--- config.mk ---
export PLATFORM = sky130hd
export DESIGN_NAME = solr_ring_ctrl
export DESIGN_NICKNAME = d
export VERILOG_FILES = /design/src/rtl/solr_pkg.sv /design/src/rtl/solr_ring_ctrl.sv
export SDC_FILE = /design/constraint.sdc
export NUM_CORES = 2
export LEC_CHECK = 0
export ABC_AREA = 0
export ABC_CLOCK_PERIOD_IN_PS = 12500
export BUFFER_PORTS_ARGS = -buffer_cell sky130_fd_sc_hd__buf_2
export CORE_AREA = 2 2 408 410
export DETAILED_ROUTE_END_ITERATION = 16
export DIE_AREA = 0 0 410 412
export PLACE_DENSITY = 0.37
export SYNTH_ARGS = -nofsm -noshare
export SYNTH_HDL_FRONTEND = slang
export SYNTH_SLANG_ARGS = --single-unit
--- constraint.sdc ---
create_clock -name clock -period 12.5 [get_ports clock]
set_clock_uncertainty 0.1 [all_clocks]
set_input_delay 1.25 -clock clock [delete_from_list [all_inputs] [get_ports clock]]
set_output_delay 1.25 -clock clock [all_outputs]
set_load 0.02 [all_outputs]
--- src/rtl/solr_pkg.sv ---
// shared types, constants and helpers of the sequenced overwrite log ring
`default_nettype none

package solr_pkg;

   localparam int DEPTH         = 1024;
   localparam int MESSAGE_BYTES = 8;
   localparam int ADDR_W        = $clog2(DEPTH);
   localparam int FILL_W        = $clog2(DEPTH + 1);
   localparam int LEN_W         = 4;

   typedef logic [ADDR_W-1:0] addr_type;
   typedef logic [FILL_W-1:0] fill_type;

   typedef enum logic [1:0] {
      CMD_WRITE = 2'd0,
      CMD_READ  = 2'd1,
      CMD_RESET = 2'd2,
      CMD_APP   = 2'd3
   } cmd_type;

   typedef enum logic [1:0] {
      ST_IDLE,
      ST_CALC,
      ST_FETCH
   } state_type;

   typedef struct packed {
      cmd_type     command;
      logic [31:0] app_tag;
      logic [7:0]  level;
      logic [63:0] timestamp;
      logic [63:0] message_word;
      logic [7:0]  message_length;
      logic [63:0] session_tag;
      logic [63:0] last_seen;
   } req_type;

   typedef struct packed {
      logic             entry_found;
      logic [63:0]      entry_sequence;
      logic [63:0]      entry_timestamp;
      logic [7:0]       entry_level;
      logic [31:0]      entry_app;
      logic [63:0]      entry_message;
      logic [LEN_W-1:0] entry_length;
      logic [63:0]      resume_point;
      logic             more_pending;
      logic             truncated;
      logic [63:0]      current_session;
   } rsp_type;

   typedef struct packed {
      logic [63:0]      timestamp;
      logic [63:0]      message;
      logic [7:0]       level;
      logic [31:0]      app;
      logic [LEN_W-1:0] length;
   } entry_type;

   typedef struct packed {
      logic      wr_en;
      addr_type  wr_addr;
      entry_type wr_data;
      logic      rd_en;
      addr_type  rd_addr;
   } ram_req_type;

   // ring index wrap for a sum of two indexes below DEPTH
   function automatic addr_type wrap_addr(input logic [ADDR_W:0] sum);
      logic [ADDR_W:0] fixed;
      if (sum >= (ADDR_W + 1)'(DEPTH)) begin
         fixed = sum - (ADDR_W + 1)'(DEPTH);
      end else begin
         fixed = sum;
      end
      return fixed[ADDR_W-1:0];
   endfunction

endpackage

`default_nettype wire

--- src/rtl/solr_ring_ctrl.sv ---
// ring pointers, session state and read lookup sequencer
`default_nettype none

module solr_ring_ctrl (
   input  wire logic                clock,
   input  wire logic                reset,
   input  wire logic                req_valid,
   input  wire solr_pkg::req_type   req_data,
   output logic                     req_stall,
   output solr_pkg::ram_req_type    ram_req,
   input  wire solr_pkg::entry_type ram_rd_data,
   input  wire logic                out_free,
   output logic                     rsp_load,
   output solr_pkg::rsp_type        rsp_word
);
   import solr_pkg::*;

   state_type   state_ff, state_in;
   addr_type    oldest_index_ff, oldest_index_in;
   fill_type    fill_ff, fill_in;
   logic [63:0] oldest_num_ff, oldest_num_in;
   logic [63:0] session_ff, session_in;
   logic [63:0] generation_ff, generation_in;
   logic [31:0] active_app_ff, active_app_in;

   logic [63:0] req_session_ff, req_after_ff;
   logic        found_ff, more_ff, trunc_ff;
   logic [63:0] seq_ff, cursor_ff;

   logic             accept;
   logic             is_idle, is_calc;
   logic [LEN_W-1:0] len_sat;
   logic [63:0]      msg_masked;
   addr_type         wr_slot;
   logic             full;

   logic [63:0] cursor, diff, seq;
   logic        lt, empty, found, more, trunc;
   fill_type    fill_m1, offset;
   addr_type    rd_slot;

   // next state
   always_comb begin
      state_in = state_ff;
      case (state_ff)
         ST_IDLE: begin
            if (req_valid && req_data.command == CMD_READ) begin
               state_in = ST_CALC;
            end
         end
         ST_CALC: begin
            state_in = ST_FETCH;
         end
         ST_FETCH: begin
            if (out_free) begin
               state_in = ST_IDLE;
            end
         end
         default: begin
            state_in = ST_IDLE;
         end
      endcase
   end

   // state outputs
   always_comb begin
      is_idle  = 1'b0;
      is_calc  = 1'b0;
      rsp_load = 1'b0;
      case (state_ff)
         ST_IDLE:  is_idle  = 1'b1;
         ST_CALC:  is_calc  = 1'b1;
         ST_FETCH: rsp_load = out_free;
         default: begin
            is_idle = 1'b0;
         end
      endcase
   end

   assign req_stall = !is_idle;
   assign accept    = req_valid && is_idle;

   // write word formatting
   always_comb begin
      if (req_data.message_length > 8'(MESSAGE_BYTES)) begin
         len_sat = LEN_W'(MESSAGE_BYTES);
      end else begin
         len_sat = req_data.message_length[LEN_W-1:0];
      end
      for (int b = 0; b < 8; b++) begin
         msg_masked[b*8 +: 8] = (b < int'(len_sat)) ? req_data.message_word[b*8 +: 8] : 8'h00;
      end
   end

   assign full    = (fill_ff == FILL_W'(DEPTH));
   assign wr_slot = full ? oldest_index_ff
                         : wrap_addr((ADDR_W + 1)'(oldest_index_ff)
                                     + (ADDR_W + 1)'(fill_ff[ADDR_W-1:0]));

   // ring state update
   always_comb begin
      oldest_index_in = oldest_index_ff;
      fill_in         = fill_ff;
      oldest_num_in   = oldest_num_ff;
      session_in      = session_ff;
      generation_in   = generation_ff;
      active_app_in   = active_app_ff;
      if (accept) begin
         case (req_data.command)
            CMD_WRITE: begin
               if (full) begin
                  oldest_index_in = wrap_addr((ADDR_W + 1)'(oldest_index_ff) + 1'b1);
                  oldest_num_in   = oldest_num_ff + 64'd1;
               end else begin
                  fill_in = fill_ff + 1'b1;
               end
            end
            CMD_RESET: begin
               if (req_data.session_tag != session_ff) begin
                  oldest_index_in = '0;
                  fill_in         = '0;
                  oldest_num_in   = 64'd1;
                  session_in      = req_data.session_tag;
               end
            end
            CMD_APP: begin
               if (req_data.app_tag == 32'd0) begin
                  active_app_in = 32'd0;
               end else if (req_data.app_tag != active_app_ff) begin
                  oldest_index_in = '0;
                  fill_in         = '0;
                  oldest_num_in   = 64'd1;
                  generation_in   = generation_ff + 64'd1;
                  session_in      = generation_ff + 64'd1;
                  active_app_in   = req_data.app_tag;
               end
            end
            default: begin
               fill_in = fill_ff;
            end
         endcase
      end
   end

   // read lookup, from the registered cursor and session tag
   always_comb begin
      cursor  = (req_session_ff == session_ff) ? req_after_ff : 64'd0;
      lt      = cursor < oldest_num_ff;
      diff    = cursor - oldest_num_ff;
      empty   = (fill_ff == '0);
      fill_m1 = fill_ff - 1'b1;
      found   = !empty && (lt || diff < 64'(fill_m1));
      offset  = lt ? '0 : diff[FILL_W-1:0] + 1'b1;
      more    = (offset + 1'b1) < fill_ff;
      trunc   = !empty && lt && (diff != '1);
      seq     = lt ? oldest_num_ff : cursor + 64'd1;
      rd_slot = wrap_addr((ADDR_W + 1)'(oldest_index_ff)
                          + (ADDR_W + 1)'(offset[ADDR_W-1:0]));
   end

   always_comb begin
      ram_req.wr_en             = accept && req_data.command == CMD_WRITE;
      ram_req.wr_addr           = wr_slot;
      ram_req.wr_data.timestamp = req_data.timestamp;
      ram_req.wr_data.message   = msg_masked;
      ram_req.wr_data.level     = req_data.level;
      ram_req.wr_data.app       = req_data.app_tag;
      ram_req.wr_data.length    = len_sat;
      ram_req.rd_en             = is_calc && found;
      ram_req.rd_addr           = rd_slot;
   end

   always_comb begin
      rsp_word                 = '0;
      rsp_word.entry_found     = found_ff;
      rsp_word.resume_point    = found_ff ? seq_ff : cursor_ff;
      rsp_word.truncated       = trunc_ff;
      rsp_word.current_session = session_ff;
      if (found_ff) begin
         rsp_word.entry_sequence  = seq_ff;
         rsp_word.entry_timestamp = ram_rd_data.timestamp;
         rsp_word.entry_level     = ram_rd_data.level;
         rsp_word.entry_app       = ram_rd_data.app;
         rsp_word.entry_message   = ram_rd_data.message;
         rsp_word.entry_length    = ram_rd_data.length;
         rsp_word.more_pending    = more_ff;
      end
   end

   always_ff @(posedge clock) begin
      if (reset) begin
         state_ff        <= ST_IDLE;
         oldest_index_ff <= '0;
         fill_ff         <= '0;
         oldest_num_ff   <= 64'd1;
         session_ff      <= '0;
         generation_ff   <= '0;
         active_app_ff   <= '0;
      end else begin
         state_ff        <= state_in;
         oldest_index_ff <= oldest_index_in;
         fill_ff         <= fill_in;
         oldest_num_ff   <= oldest_num_in;
         session_ff      <= session_in;
         generation_ff   <= generation_in;
         active_app_ff   <= active_app_in;
      end
   end

   always_ff @(posedge clock) begin
      if (accept) begin
         req_session_ff <= req_data.session_tag;
         req_after_ff   <= req_data.last_seen;
      end
      if (is_calc) begin
         found_ff  <= found;
         more_ff   <= more;
         trunc_ff  <= trunc;
         seq_ff    <= seq;
         cursor_ff <= cursor;
      end
   end

endmodule

`default_nettype wire

==> metrics.txt <==
# TYPE chip_impl_metric gauge
chip_impl_metric{name="synth.net_count",unit=""} 4582
chip_impl_metric{name="core_area",unit="mm^2"} 0.1642
chip_impl_metric{name="pwr-share-seq",unit="%"} 40.4
chip_impl_metric{name="firstDrtPassIters",unit=""} 5
chip_impl_metric{name="worstPathMaxFanout",unit=""} 104
chip_impl_metric{name="grt_overflow_total",unit=""} 0
chip_impl_metric{name="die_h",unit="um"} 412
chip_impl_metric{name="cts.repair_timing.setup_buffer_count",unit=""} 0
chip_impl_info{name="tritoncts_clock_tree",value="built"} 1
chip_impl_metric{name="timing.hold.ws",unit="ps"} 393.0
chip_impl_info{name="slowest_stage",value="sky130_fd_sc_hd__nor4_1"} 1
chip_impl_metric{name="clock_path_buffers",unit=""} 3
chip_impl_metric{name="drt_iter0_markers",unit=""} 1844
chip_impl_metric{name="clock_latency",unit="ps"} 700
chip_impl_metric{name="cts_hold_repair.buffers",unit=""} 0
chip_impl_metric{name="final.fill_count",unit=""} 18000
chip_impl_metric{name="intPower",unit="mW"} 3.207
chip_impl_metric{name="post-route-util",unit="%"} 25.90
chip_impl_info{name="min_path_type",value="reg2reg"} 1
chip_impl_metric{name="area_growth",unit="%"} 24.70
chip_impl_metric{name="die_w",unit="um"} 410
chip_impl_metric{name="grt_antenna_before_repair",unit=""} 25
chip_impl_info{name="path_common_cell",value="sky130_fd_sc_hd__a21oi_1"} 1
chip_impl_info{name="outcome",value="finished, final reports clean"} 1
chip_impl_metric{name="postCtsResizedCells",unit=""} 0
chip_impl_metric{name="final-hold-violation-count",unit=""} 0
chip_impl_metric{name="globalplace.congestion",unit=""} 0.9128
chip_impl_metric{name="number_of_global_route_vias_before_repair",unit=""} 31070
chip_impl_metric{name="synth-edff-count",unit=""} 259
chip_impl_info{name="critPathKind",value="reg2out"} 1
chip_impl_metric{name="power_switching_share",unit="%"} 29.34
chip_impl_metric{name="vias",unit=""} 31510
chip_impl_metric{name="setup_viol",unit=""} 0
chip_impl_metric{name="seq_area_frac_synth",unit="%"} 37.29
chip_impl_metric{name="grt_max_degree",unit=""} 212
chip_impl_metric{name="htree_num_levels",unit=""} 3
chip_impl_metric{name="floorplan.rows",unit=""} 149
chip_impl_info{name="critical_path_capture_point_type",value="output pin"} 1
chip_impl_metric{name="initial_utilization",unit="%"} 20.77
chip_impl_metric{name="drc",unit=""} 0
chip_impl_metric{name="power_frac_clock",unit="%"} 45.8
chip_impl_metric{name="timing.final.max_slew_violations",unit=""} 0
chip_impl_metric{name="drt.antenna.violating_nets",unit=""} 0
chip_impl_metric{name="maxCapViolCount",unit=""} 0
chip_impl_metric{name="combPwrFrac",unit="%"} 13.8
chip_impl_metric{name="tritoncts.num_buffers",unit=""} 69
chip_impl_metric{name="placed_cell_area",unit="mm^2"} 0.04015
chip_impl_metric{name="multi_input_combinational_cell_area",unit="mm^2"} 0.01928
chip_impl_metric{name="fin_nets",unit=""} 5289
chip_impl_metric{name="design_area",unit="mm^2"} 0.04254
chip_impl_metric{name="wire_per_inst",unit="um"} 23.84
chip_impl_metric{name="setup_tns",unit="ps"} 0
chip_impl_metric{name="period_share",unit="%"} 90.14
chip_impl_metric{name="register_area",unit="mm^2"} 0.01272
chip_impl_info{name="ctsRootBufferMaster",value="sky130_fd_sc_hd__clkbuf_16"} 1
chip_impl_metric{name="fp.dieArea",unit="mm^2"} 0.1689
chip_impl_metric{name="relSlewSlack",unit="%"} 27.40
chip_impl_info{name="unrepaired_setup_endpoints_after_global_routing",value="no"} 1
chip_impl_metric{name="worst_slew_pin_slew",unit="ps"} 1089
chip_impl_metric{name="synth.ff_latch_count",unit=""} 506
chip_impl_metric{name="groute.usage.overall",unit="%"} 18.86
chip_impl_metric{name="hpwlAfterDp",unit="um"} 132500
chip_impl_metric{name="worst-endpoint-required",unit="ps"} 11150
chip_impl_metric{name="share_of_flip_flops_with_an_asynchronous_set_or_reset_after_synthesis",unit="%"} 0
chip_impl_metric{name="total_leakage_power",unit="nW"} 17.88
chip_impl_metric{name="timing.fmax",unit="GHz"} 0.08875
chip_impl_metric{name="power_switching",unit="mW"} 1.332
chip_impl_metric{name="fraction_of_layout_instances_using_a_drive_strength_above_1",unit="%"} 24.12
chip_impl_metric{name="port-buffer-count",unit=""} 900
chip_impl_metric{name="synth_cell_types",unit=""} 87
chip_impl_metric{name="detailed_route_vias_per_instance",unit=""} 4.536
chip_impl_info{name="synthFlopType",value="sky130_fd_sc_hd__edfxtp_1"} 1
chip_impl_metric{name="worst_path_largest_cell_delay",unit="ps"} 770
chip_impl_metric{name="synth.avg_cell_area",unit="um^2"} 8.555
chip_impl_metric{name="ys_warn_count",unit=""} 0
chip_impl_metric{name="netlist_area",unit="mm^2"} 0.03412
chip_impl_metric{name="final.min_clock_period",unit="ps"} 11270
chip_impl_metric{name="worst-endpoint-arrival",unit="ps"} 9920
chip_impl_metric{name="worst_ir_drop_vdd",unit="mV"} 0.08868
chip_impl_metric{name="boundaryPins",unit=""} 1045
chip_impl_metric{name="power_per_cell_area",unit="mW/mm^2"} 106.7
chip_impl_info{name="start_kind",value="flip-flop"} 1
chip_impl_metric{name="global_route_wire_length_before_repair",unit="um"} 231600
chip_impl_metric{name="synthCells",unit=""} 3988
chip_impl_metric{name="worst_setup_hold_path_clk_slew",unit="ps"} 60
chip_impl_metric{name="route.final.wire_length",unit="um"} 165600
chip_impl_metric{name="clock_sink_count",unit=""} 506
-- cell usage in the layout (no fill, tap or decap), types with 45 or more instances in the layout --
cell                        Yosys  final
sky130_fd_sc_hd__and2_1       333    332
sky130_fd_sc_hd__inv_1        157    156
sky130_fd_sc_hd__nand4_1      104    104
sky130_fd_sc_hd__a211oi_1      71     71
sky130_fd_sc_hd__mux2_2        67     67
sky130_fd_sc_hd__ha_1         109    109
sky130_fd_sc_hd__nor4_1        59     59
sky130_fd_sc_hd__buf_2          7    899
sky130_fd_sc_hd__nor2b_1       63     61
sky130_fd_sc_hd__xor2_1       174    174
sky130_fd_sc_hd__nand2_1      267    266
sky130_fd_sc_hd__nor3_1        67     67
sky130_fd_sc_hd__o21ai_0      153    153
sky130_fd_sc_hd__xnor2_1      302    302
sky130_fd_sc_hd__nand3_1      129    129
sky130_fd_sc_hd__clkbuf_16      0     73
sky130_fd_sc_hd__a21oi_1      246    246
sky130_fd_sc_hd__and3_1        46     45
sky130_fd_sc_hd__dfxtp_1      247    247
sky130_fd_sc_hd__nor2_1       475    475
sky130_fd_sc_hd__edfxtp_1     259    259
-- power by group through the flow --
stage,Clock (mW),Combinational [mW],Sequential (mW)
CTS,2.15,0.636,1.83
detailed placement,0,0.632,1.87
floorplan,0,0.369,1.87
finish,2.08,0.625,1.83
global route,2.21,0.676,1.84
global placement,0,0.639,1.87
-- synthesized netlist by cell type (109+ instances only) --
library cell	count	share of area, %
sky130_fd_sc_hd__edfxtp_1	259	23
sky130_fd_sc_hd__nor2_1	475	5.2
sky130_fd_sc_hd__a21oi_1	246	3.6
sky130_fd_sc_hd__buf_4	109	2.4
sky130_fd_sc_hd__clkbuf_1	169	1.9
sky130_fd_sc_hd__nand3_1	129	1.9
sky130_fd_sc_hd__xor2_1	174	4.5
sky130_fd_sc_hd__nand2_1	267	2.9
sky130_fd_sc_hd__xnor2_1	302	7.8
sky130_fd_sc_hd__ha_1	109	4.0
sky130_fd_sc_hd__o21ai_0	153	2.2
sky130_fd_sc_hd__dfxtp_1	247	14
sky130_fd_sc_hd__inv_1	157	1.7
sky130_fd_sc_hd__and2_1	333	6.1
-- worst paths after layout --
kind                      from                end  slack [ps]  depth (start not counted)
min reg2reg  generation_ff[37]  generation_ff[37]         390                          2
max             session_ff[24]         ram_req[9]        1230                         31
min          generation_ff[37]  generation_ff[37]         390                          2
max reg2reg     session_ff[24]            more_ff        3220                         35
-- flip-flops by register name, summed over array words and instances (netlist names), 2 cells and up --
register and cells:
seq_ff 64, generation_ff 64, fill_ff 11, cursor_ff 64
req_session_ff 64, session_ff 64, req_after_ff 64, state_ff 2
oldest_num_ff 64, active_app_ff 32, oldest_index_ff 10
-- final cells by class --
cell class,count,area share (%)
diodes,6,0.03529
clock buffers,96,4.661
clock inverters,32,0.9235
inverters,159,1.415
multi-input cells,3024,45.32
flip-flops and latches,506,29.90
well taps,2189,6.438
repair buffers,935,11.30
-- cells by family (layout without fill, tap and decap cells) --
| group | count (synthesis) | in the layout | synth area share (%) |
|---|---|---|---|
| simple gates | 1667 | 1667 | 24.85 |
| flops | 506 | 506 | 37.29 |
| compound gates | 689 | 689 | 12.59 |
| xor+xnor | 476 | 476 | 12.22 |
| fa+ha+maj | 112 | 112 | 4.173 |
| buf+inv | 458 | 1222 | 6.286 |
| mux | 80 | 80 | 2.593 |
| other cells | 0 | 6 | 0 |
-- stage by stage --
step           total power [mW]  worst slack (ps)  instances
5_1_grt                   4.728             546.9       6945
3_3_place_gp              2.507              2164       6813
6_report                  4.539              1233       6947
2_1_floorplan             2.241              3589       3988
3_5_place_dp              2.500              2104       6813
4_1_cts                   4.624              1333       6941
-- worst max-delay path: cells and delay by family, from the launching register on --
kind            cells  cell delay, ps
simple gates        8            3360
compound gates     15            2860
xor+xnor            3             900
buf+inv             3             820
fa+ha+maj           2             650
flops               1             350
-- routing by layer --
metal / global-route usage (%) / up-vias / share of wire, %
met4: 5.914 / 16 / 3.6
met1: 22.21 / 15030 / 41
met3: 3.986 / 181 / 5.8
met5: 0 / - / 0.066
met2: 33.95 / 1066 / 50
li1: - / 15220 / -
(Power assumes the default switching activity.)
